`config.mk`:
```
export PLATFORM = sky130hd
export DESIGN_NAME = delta_list_timer_queue
export DESIGN_NICKNAME = d
export VERILOG_FILES = /design/src/design/dltq_pkg.sv /design/src/design/dltq_ram.sv /design/src/design/delta_list_timer_queue.sv
export VERILOG_INCLUDE_DIRS = /design/src /design/src/design
export SDC_FILE = /design/constraint.sdc
export NUM_CORES = 2
export LEC_CHECK = 0
export BUFFER_PORTS_ARGS = -buffer_cell sky130_fd_sc_hd__buf_4
export CORE_ASPECT_RATIO = 1.5
export CORE_MARGIN = 10
export CORE_UTILIZATION = 40
export CTS_CLUSTER_DIAMETER = 120
export CTS_CLUSTER_SIZE = 30
export DETAILED_ROUTE_END_ITERATION = 10
export HOLD_SLACK_MARGIN = 0.08
export PLACE_DENSITY = 0.64
export SETUP_SLACK_MARGIN = 0.05
export SYNTH_ARGS = -nofsm -noshare
export SYNTH_HDL_FRONTEND = slang
export SYNTH_SLANG_ARGS = --single-unit
```
`constraint.sdc`:
```
create_clock -name clk -period 13 [get_ports clk]
set_input_delay 2.6 -clock clk [delete_from_list [all_inputs] [get_ports clk]]
set_output_delay 2.6 -clock clk [all_outputs]
set_load 0.02 [all_outputs]
```
`src/design/delta_list_timer_queue_macros.svh`:
```
// Assertion macros for the timer queue
`ifndef DELTA_LIST_TIMER_QUEUE_MACROS_SVH
`define DELTA_LIST_TIMER_QUEUE_MACROS_SVH
`ifndef ASSERT_OFF
`define DLTQ_ASSERT_IMPL(label, clk, rst, prop) \
  label: assert property (@(posedge clk) disable iff (rst) prop) else $error("%m failed");
`define DLTQ_ASSERT_NEVER(label, clk, rst, expr) \
  label: assert property (@(posedge clk) disable iff (rst) !(expr)) else $error("%m failed");
`else
`define DLTQ_ASSERT_IMPL(label, clk, rst, prop)
`define DLTQ_ASSERT_NEVER(label, clk, rst, expr)
`endif
`endif

```
`src/design/dltq_pkg.sv`:
```
// ----------------------------------------------------------------------------
// dltq_pkg
// Shared types and constants of the delta list timer queue.
// ----------------------------------------------------------------------------
package dltq_pkg;
  localparam int EventSlotsDefault = 16;
  localparam int MaxResults = 16;

  localparam logic [1:0] KIND_CREATED  = 2'd0;
  localparam logic [1:0] KIND_REJECTED = 2'd1;
  localparam logic [1:0] KIND_FULL     = 2'd2;
  localparam logic [1:0] KIND_EXPIRED  = 2'd3;

  localparam logic OP_TICK   = 1'b0;
  localparam logic OP_CREATE = 1'b1;

  typedef enum logic [3:0] {
    ST_IDLE,
    ST_TICK_RD,
    ST_TICK_WR,
    ST_EXP_CHK,
    ST_EXP_OUT,
    ST_INS_HEAD,
    ST_INS_HCMP,
    ST_WALK_RD,
    ST_WALK_CMP,
    ST_INS_SUCC,
    ST_INS_FIN
  } state_t;
endpackage

```
`src/design/dltq_ram.sv`:
```
// ----------------------------------------------------------------------------
// dltq_ram
// Generic single-port write, single-port read RAM with registered read.
// ----------------------------------------------------------------------------
module dltq_ram #(
  parameter int WIDTH = 32,
  parameter int DEPTH = 16
) (
  input  logic                     clk,
  input  logic                     we,
  input  logic [$clog2(DEPTH)-1:0] waddr,
  input  logic [WIDTH-1:0]         wdata,
  input  logic [$clog2(DEPTH)-1:0] raddr,
  output logic [WIDTH-1:0]         rdata
);
  logic [WIDTH-1:0] mem [DEPTH];

  // write one entry, register the read
  always_ff @(posedge clk) begin
    if (we) begin
      mem[waddr] <= wdata;
    end
    rdata <= mem[raddr];
  end
endmodule

```
`src/design/delta_list_timer_queue.sv`:
```
// ----------------------------------------------------------------------------
// delta_list_timer_queue
// Timer event queue kept as a sorted delta list in two RAMs.
// ----------------------------------------------------------------------------
// One request at a time: busy is high from the edge that accepts a request
// until its last result; a tick that expires nothing ends after its head
// delta write-back. A create answered rejected or pool full, and a tick
// on an empty queue, finish in the accept cycle without raising busy; the
// rejected and pool full results appear in that same cycle. A tick reads,
// then writes back the head delta, then per expired event reads the link,
// then the delta of the new head to set last. A create on an empty queue
// goes straight to its final write, one before the head after a compare
// with it, and otherwise walks the list, each step a registered read of
// the link and delta RAMs then a compare. Results come one per strobe and
// cannot be stalled. Slot numbers are the low four bits.
`include "delta_list_timer_queue_macros.svh"
module delta_list_timer_queue
  import dltq_pkg::*;
#(
  parameter int EVENT_SLOTS = EventSlotsDefault
) (
  input  logic        clk,
  input  logic        rst,
  input  logic        start,
  output logic        busy,
  input  logic        operation,
  input  logic [31:0] ticks,
  input  logic        min_ticks_we,
  input  logic [15:0] min_ticks_wdata,
  output logic        strobe,
  output logic [1:0]  kind,
  output logic [3:0]  event_slot,
  output logic        last
);
  localparam int SW = $clog2(EVENT_SLOTS) + 1;
  localparam int AW = $clog2(EVENT_SLOTS);
  localparam int CW = $clog2(MaxResults + 1);
  localparam logic [SW-1:0] NoSlot = SW'(EVENT_SLOTS);

  state_t state, state_next;
  logic [15:0]          min_ticks;
  logic [SW-1:0]        head_slot;
  logic [EVENT_SLOTS-1:0] slot_busy;
  logic [31:0]          req_ticks;
  logic [AW-1:0]        new_slot;
  logic [SW-1:0]        prev, next;
  logic [32:0]          etime;
  logic [CW-1:0]        exp_cnt;

  // RAM ports
  logic             link_we, delta_we;
  logic [AW-1:0]    link_waddr, delta_waddr, raddr;
  logic [SW-1:0]    link_wdata, link_rdata;
  logic [31:0]      delta_wdata, delta_rdata;

  dltq_ram #(.WIDTH(SW), .DEPTH(EVENT_SLOTS)) u_link (
    .clk(clk), .we(link_we), .waddr(link_waddr), .wdata(link_wdata),
    .raddr(raddr), .rdata(link_rdata));
  dltq_ram #(.WIDTH(32), .DEPTH(EVENT_SLOTS)) u_delta (
    .clk(clk), .we(delta_we), .waddr(delta_waddr), .wdata(delta_wdata),
    .raddr(raddr), .rdata(delta_rdata));

  // lowest free slot
  logic [SW-1:0] free_slot;
  always_comb begin
    free_slot = NoSlot;
    for (int i = EVENT_SLOTS - 1; i >= 0; i--) begin
      if (!slot_busy[i]) free_slot = SW'(i);
    end
  end

  logic accept;
  assign accept = start && !busy;
  assign busy = (state != ST_IDLE);

  // walk compare: ticks > etime + delta[next]
  logic [32:0] esum, dcalc;
  logic        go_on;
  assign esum  = etime + {1'b0, delta_rdata};
  assign go_on = ({1'b0, req_ticks} > esum);
  always_comb begin
    dcalc = (etime <= {1'b0, req_ticks}) ? ({1'b0, req_ticks} - etime) : 33'd0;
    if (dcalc < {17'd0, min_ticks}) dcalc = 33'd0;
  end

  // last expiry of a tick: count reached, list ended or new head not due
  logic exp_last;
  assign exp_last = (exp_cnt == CW'(MaxResults)) || (head_slot == NoSlot) ||
                    (delta_rdata != 32'd0);

  // delta for tail insertion straight after the head
  function automatic logic [32:0] dcalc_h(input logic [31:0] hd);
    logic [32:0] d;
    d = ({1'b0, req_ticks} >= {1'b0, hd}) ? {1'b0, req_ticks - hd} : 33'd0;
    if (d < {17'd0, min_ticks}) d = 33'd0;
    return d;
  endfunction

  // next state
  always_comb begin
    state_next = state;
    case (state)
      ST_IDLE: begin
        if (accept) begin
          if (operation == OP_CREATE) begin
            if (free_slot != NoSlot && ticks != 32'd0) state_next = ST_INS_HEAD;
          end else if (head_slot != NoSlot) begin
            state_next = ST_TICK_RD;
          end
        end
      end
      ST_TICK_RD:  state_next = ST_TICK_WR;
      ST_TICK_WR: begin
        if (delta_rdata > 32'd1) state_next = ST_IDLE;
        else state_next = ST_EXP_CHK;
      end
      ST_EXP_CHK:  state_next = ST_EXP_OUT;
      ST_EXP_OUT:  state_next = exp_last ? ST_IDLE : ST_EXP_CHK;
      ST_INS_HEAD: state_next = (head_slot == NoSlot) ? ST_INS_FIN : ST_INS_HCMP;
      ST_INS_HCMP: begin
        if (req_ticks < delta_rdata) state_next = ST_INS_FIN;
        else if (link_rdata == NoSlot) state_next = ST_INS_SUCC;
        else state_next = ST_WALK_CMP;
      end
      ST_WALK_RD:  state_next = (next == NoSlot) ? ST_INS_SUCC : ST_WALK_CMP;
      ST_WALK_CMP: state_next = go_on ? ST_WALK_RD : ST_INS_SUCC;
      ST_INS_SUCC: state_next = ST_INS_FIN;
      ST_INS_FIN:  state_next = ST_IDLE;
      default:     state_next = ST_IDLE;
    endcase
  end

  // datapath and RAM control
  always_comb begin
    link_we = 1'b0; delta_we = 1'b0;
    link_waddr = new_slot; delta_waddr = new_slot;
    link_wdata = NoSlot; delta_wdata = req_ticks;
    raddr = head_slot[AW-1:0];
    strobe = 1'b0; kind = KIND_CREATED; event_slot = 4'd0; last = 1'b1;
    case (state)
      ST_IDLE: begin
        if (accept && operation == OP_CREATE) begin
          if (free_slot == NoSlot) begin
            strobe = 1'b1; kind = KIND_FULL;
          end else if (ticks == 32'd0) begin
            strobe = 1'b1; kind = KIND_REJECTED;
          end
        end
      end
      ST_TICK_WR: begin
        delta_we = 1'b1;
        delta_waddr = head_slot[AW-1:0];
        delta_wdata = (delta_rdata != 32'd0) ? delta_rdata - 32'd1 : 32'd0;
      end
      ST_EXP_CHK: raddr = link_rdata[AW-1:0];
      ST_EXP_OUT: begin
        strobe = 1'b1; kind = KIND_EXPIRED;
        event_slot = 4'(prev);
        last = exp_last;
      end
      ST_INS_HCMP: begin
        raddr = link_rdata[AW-1:0];
        if (req_ticks < delta_rdata) begin
          delta_we = 1'b1;
          delta_waddr = head_slot[AW-1:0];
          delta_wdata = delta_rdata - req_ticks;
        end
      end
      ST_WALK_RD: raddr = next[AW-1:0];
      ST_WALK_CMP: raddr = next[AW-1:0];
      ST_INS_SUCC: begin
        link_we = 1'b1;
        link_waddr = prev[AW-1:0];
        link_wdata = {1'b0, new_slot};
        if (next != NoSlot) begin
          delta_we = 1'b1;
          delta_waddr = next[AW-1:0];
          delta_wdata = ({1'b0, delta_rdata} >= etime) ? delta_rdata - etime[31:0] : 32'd0;
        end
      end
      ST_INS_FIN: begin
        link_we = 1'b1;
        delta_we = 1'b1;
        link_wdata = next;
        delta_wdata = etime[31:0];
        strobe = 1'b1; kind = KIND_CREATED; event_slot = 4'(new_slot);
      end
      default: ;
    endcase
  end

  // registers
  always_ff @(posedge clk) begin
    if (rst) begin
      state     <= ST_IDLE;
      min_ticks <= 16'd0;
      head_slot <= NoSlot;
      slot_busy <= '0;
    end else begin
      state <= state_next;
      if (min_ticks_we) min_ticks <= min_ticks_wdata;
      case (state)
        ST_IDLE: begin
          if (accept) begin
            req_ticks <= ticks;
            new_slot  <= free_slot[AW-1:0];
            exp_cnt   <= '0;
          end
        end
        ST_EXP_CHK: begin
          prev <= head_slot;
          head_slot <= link_rdata;
          slot_busy[head_slot[AW-1:0]] <= 1'b0;
          exp_cnt <= exp_cnt + CW'(1);
        end
        ST_INS_HEAD: begin
          slot_busy[new_slot] <= 1'b1;
          if (head_slot == NoSlot) begin
            next <= NoSlot; etime <= {1'b0, req_ticks};
            head_slot <= {1'b0, new_slot};
          end
        end
        ST_INS_HCMP: begin
          if (req_ticks < delta_rdata) begin
            next <= head_slot; etime <= {1'b0, req_ticks};
            head_slot <= {1'b0, new_slot};
          end else begin
            prev <= head_slot;
            next <= link_rdata;
            if (link_rdata == NoSlot) begin
              etime <= dcalc_h(delta_rdata);
            end else begin
              etime <= {1'b0, delta_rdata};
            end
          end
        end
        ST_WALK_RD: begin
          if (next == NoSlot) etime <= dcalc;
        end
        ST_WALK_CMP: begin
          if (go_on) begin
            prev <= next; etime <= esum; next <= link_rdata;
          end else begin
            etime <= dcalc;
          end
        end
        default: ;
      endcase
    end
  end

  `DLTQ_ASSERT_NEVER(a_strobe_state, clk, rst, strobe && busy && state != ST_EXP_OUT && state != ST_INS_FIN)
  `DLTQ_ASSERT_IMPL(a_busy_hold, clk, rst, (state == ST_INS_FIN) |=> !busy)
  `DLTQ_ASSERT_IMPL(a_cnt_bound, clk, rst, (state == ST_EXP_CHK) |-> (exp_cnt < CW'(MaxResults)))
endmodule
```
==> flow_summary_export.csv <==
group,metric,value,unit
sta,tns,0,ns
setup_path,critPathTopFamily,"compound AO/OA/AOI/OAI gates",
global_route,grt_max_degree,193,
floorplan,io_pins,62,
cts,clkSlewWorstSetupHoldPaths,0.14,ns
floorplan,die_area,0.123,sq mm
min_path,hold_path_end,"slot_busy[9]$_SDFFE_PP0P_",
flow_run,maxCapViolCount,0,
setup_path,startpoint_type,"flop",
cells_and_area,layout_commonest_cell,"edfxtp_1",
global_route,use_met1,0.281,
sta,worstMarginPinSlew,1.35,ns
sta,max_freq,123,MHz
cts,cts_hold_buf,0,
detailed_routing,ant_nets,0,
pwr,peakVddDrop,144,uV
cells_and_area,layout-drive-gt1-share,0.0633,
detailed_routing,viasPerCell,6.25,
pwr,power_density,227,mW/mm^2
yosys,synthDominantCellAreaShare,0.466,
floorplan,fp.dieH,424,um
setup_path,r2r_start,"u_delta.rdata[18]$_DFF_P_",
place,gp_congestion,1.03,
yosys,synth_cell_types,85,
detailed_routing,drc,0,
global_route,met2_usage,0.409,
global_route,antenna_found_initial,4,
yosys,synth_area_leader_cell,"edfxtp_1",
setup_path,cp_slowest_cell,"nor4_2",
pwr,seqPwrFrac,0.322,
setup_path,r2r_setup_slack,4.85,ns
setup_path,crit_buf_inv,0,
cells_and_area,num-fill-cells,10300,
detailed_routing,via_count,35200,
cells_and_area,final_cell_area,0.0465,sq mm
yosys,async_reset_ff_frac,0,
sta,rsz0062_at_grt,"no",
setup_path,end_kind,"flop",
cts,clock_sinks,753,
cells_and_area,area_growth,6.79,%
yosys,ys_seq_area_frac,0.502,
yosys,synth_ff_type,"edfxtp_1",
pwr,p_leak,0.0162,uW
detailed_routing,finalWirelength,152000,um
detailed_routing,wl_per_cell,27.1,um
detailed_routing,drt_iter0_markers,3626,
global_route,grt_first_pass_wirelength,221000,um
cells_and_area,nets,4463,
floorplan,floorplan.initialDensity,0.402,
place,io_buffers,61,
cts,post_cts_buffers,0,
floorplan,die_x,289,um
cells_and_area,postLayoutCoreUtil,0.429,
cts,root_buffer,"clkbuf_16",
min_path,worst_hold_path_type,"flop to flop",
global_route,grt-busiest-layer,"met2",
cts,htree_levels,1,
setup_path,path_class,"flop to flop",
yosys,synth_area_leaders,"edfxtp_1 (47%), ha_1 (6.5%), nand2_1 (4.5%)",
sta,final-setup-viol-count,0,
global_route,met3_usage,0.0279,
sta,layout_min_cycle_time,8.15,ns
setup_path,r2r_cells,19,
cts,cts_made_buffers,29,
place,post_dp_cell_area,0.0456,sq mm
setup_path,crit_path_cell_trace,"ha_1, or4_1, nand2b_1, o31ai_1, o2111ai_1, nand3_1, nand2_1, xnor2_1, ha_1, nand4_1, nor4_2, nand4_1, o21ai_0, a211oi_1, o211a_1, a211o_1, a21oi_2, a22oi_4, o311ai_0",
yosys,synthesis.nets,4551,
sta,clock_skew,0.0308,ns
yosys,synth.avg_cell_area,10.2,sq um
floorplan,row_count,148,
pwr,p_int,5460,uW
min_path,hp-start,"slot_busy[9]$_SDFFE_PP0P_",
pwr,p_clk_frac,0.112,
global_route,grt_remaining_overflow,0,
pwr,power_frac_comb,0.566,
min_path,hold_depth,2,
setup_path,arrival,8.60,ns
yosys,synth-warning-count,0,
global_route,grt_pass1_vias,33500,
sta,min_period_over_period,0.627,
detailed_routing,dr.pass1.iters,6,
sta,drv_slew,0,
sta,final_hold_viol_count,0,
place,dp_hpwl,107000,um
cts,tritoncts,"yes",
yosys,synth_edf_count,675,
run_status,run_status,"finished, final reports clean",
pwr,power_switching_share,0.482,
cts,clock_latency,0.67,ns
yosys,synthCells,4267,
setup_path,cpPeakStageDelay,0.95,ns
yosys,synth_area,0.0435,sq mm
global_route,grt_use_total,0.240,
floorplan,core_area,0.108,sq mm
cts,clockBufferDepth,3,
cts,ctsResizeCount,0,
sta,max-slew-margin-rel,0.101,
setup_path,critical_path_depth,19,
yosys,synth_seq_cells,753,
setup_path,cp.required,13.45,ns
setup_path,r2r-end,"etime[7]$_DFFE_PP_",
pwr,power_switching,5080,uW
cells_and_area,final_cell_mix,"edfxtp_1 (675), nand2_1 (520), a21oi_1 (324)",
setup_path,crit_fanout,13,
[state kept, by name (all words and copies together) (netlist names), 16 cells and up]
signal and count:
req_ticks 32, min_ticks 16, u_delta.rdata 32, u_link.mem 80
u_delta.mem 512, etime 33, slot_busy 16
[tightest hold or removal path, delay by kind of cell (launching register included)]
| kind | cells | cell delay, ns |
|---|---|---|
| DFF | 1 | 0.34 |
| AOI/OAI and AO/OA | 2 | 0.13 |
[layer usage]
layer | routed length, um | share of wire
met1 | 55600 | 0.36
met2 | 73800 | 0.48
met5 | 23 | 0.00015
met4 | 12300 | 0.081
met3 | 10700 | 0.070
[layout make-up]
cell class	instances	area (sq um)	area share
antenna	2	5.00	0.000108
clock inverter	3	37.5	0.000808
timing repair buffer	147	1140	0.0245
sequential	753	21800	0.470
tap	1425	1780	0.0384
inverter	212	796	0.0171
clock buffer	50	805	0.0173
multi-input combinational	3036	20100	0.432
[metrics by stage]
stage | hold WS, ns | total power (uW) | worst slack, ns | std cells
3_5_place_dp | 0.482 | 9210 | 5.02 | 5572
2_1_floorplan | 0.460 | 7200 | 6.98 | 4267
6_report | 0.503 | 10500 | 4.85 | 5628
5_1_grt | 0.536 | 11100 | 4.74 | 5626
4_1_cts | 0.502 | 10400 | 5.01 | 5625
3_3_place_gp | 0.474 | 9210 | 4.21 | 5571
[power groups by stage]
stage / Combinational [uW] / Sequential (uW) / Clock [uW]
CTS: 5810 / 3370 / 1200
detailed placement: 5780 / 3430 / 0
global placement: 5790 / 3420 / 0
global route: 6400 / 3410 / 1270
finish: 5970 / 3390 / 1180
floorplan: 3910 / 3290 / 0
[cells in the mapped netlist, types with 10 or more instances]
| cell | n |
|---|---|
| edfxtp_1 | 675 |
| nand2_1 | 521 |
| a21oi_1 | 326 |
| nor2_1 | 239 |
| clkbuf_1 | 227 |
| ha_1 | 226 |
| a211oi_1 | 213 |
| inv_1 | 212 |
| and2_1 | 167 |
| o21ai_0 | 160 |
| xnor2_1 | 108 |
| a31oi_1 | 106 |
| a311oi_1 | 89 |
| a21o_1 | 81 |
| dfxtp_1 | 78 |
| nand3_1 | 72 |
| nor3_1 | 61 |
| nand4_1 | 44 |
| xor2_1 | 43 |
| a221oi_1 | 37 |
| o21bai_1 | 36 |
| nor4_1 | 34 |
| o211ai_1 | 34 |
| o21a_1 | 31 |
| mux2i_1 | 28 |
| buf_2 | 27 |
| nand2b_1 | 25 |
| nor2b_1 | 24 |
| o31ai_1 | 23 |
| o221ai_1 | 21 |
| and3_1 | 18 |
| o221a_2 | 16 |
| or3_1 | 16 |
| or4_1 | 15 |
| a22o_1 | 13 |
| o22ai_1 | 13 |
| a22oi_1 | 12 |
| o2111ai_1 | 12 |
| a21boi_0 | 11 |
| o221ai_2 | 10 |
[worst max path at each step]
stage	endpoint	from	slack, ns
CTS	etime[7]$_DFFE_PP_	u_delta.rdata[18]$_DFF_P_	5.01
floorplan	kind[0]	ticks[24]	6.98
detailed placement	etime[7]$_DFFE_PP_	u_delta.rdata[18]$_DFF_P_	5.02
finish	etime[7]$_DFFE_PP_	u_delta.rdata[18]$_DFF_P_	4.85
global placement	etime[14]$_DFFE_PP_	u_delta.rdata[23]$_DFF_P_	4.21
global route	etime[7]$_DFFE_PP_	u_delta.rdata[23]$_DFF_P_	4.74
[cell families (layout without fill, tap and decap cells)]
family,Yosys count,after routing,share of synthesized area
compound gates,1347,1347,0.213
mux,33,33,0.00773
buf+inv,478,412,0.0425
other cells,0,2,0
xor+xnor,151,151,0.0304
flops,753,753,0.502
fa+ha+maj,231,231,0.0673
simple gates,1274,1274,0.138
Power figures use the tool's default switching activity.
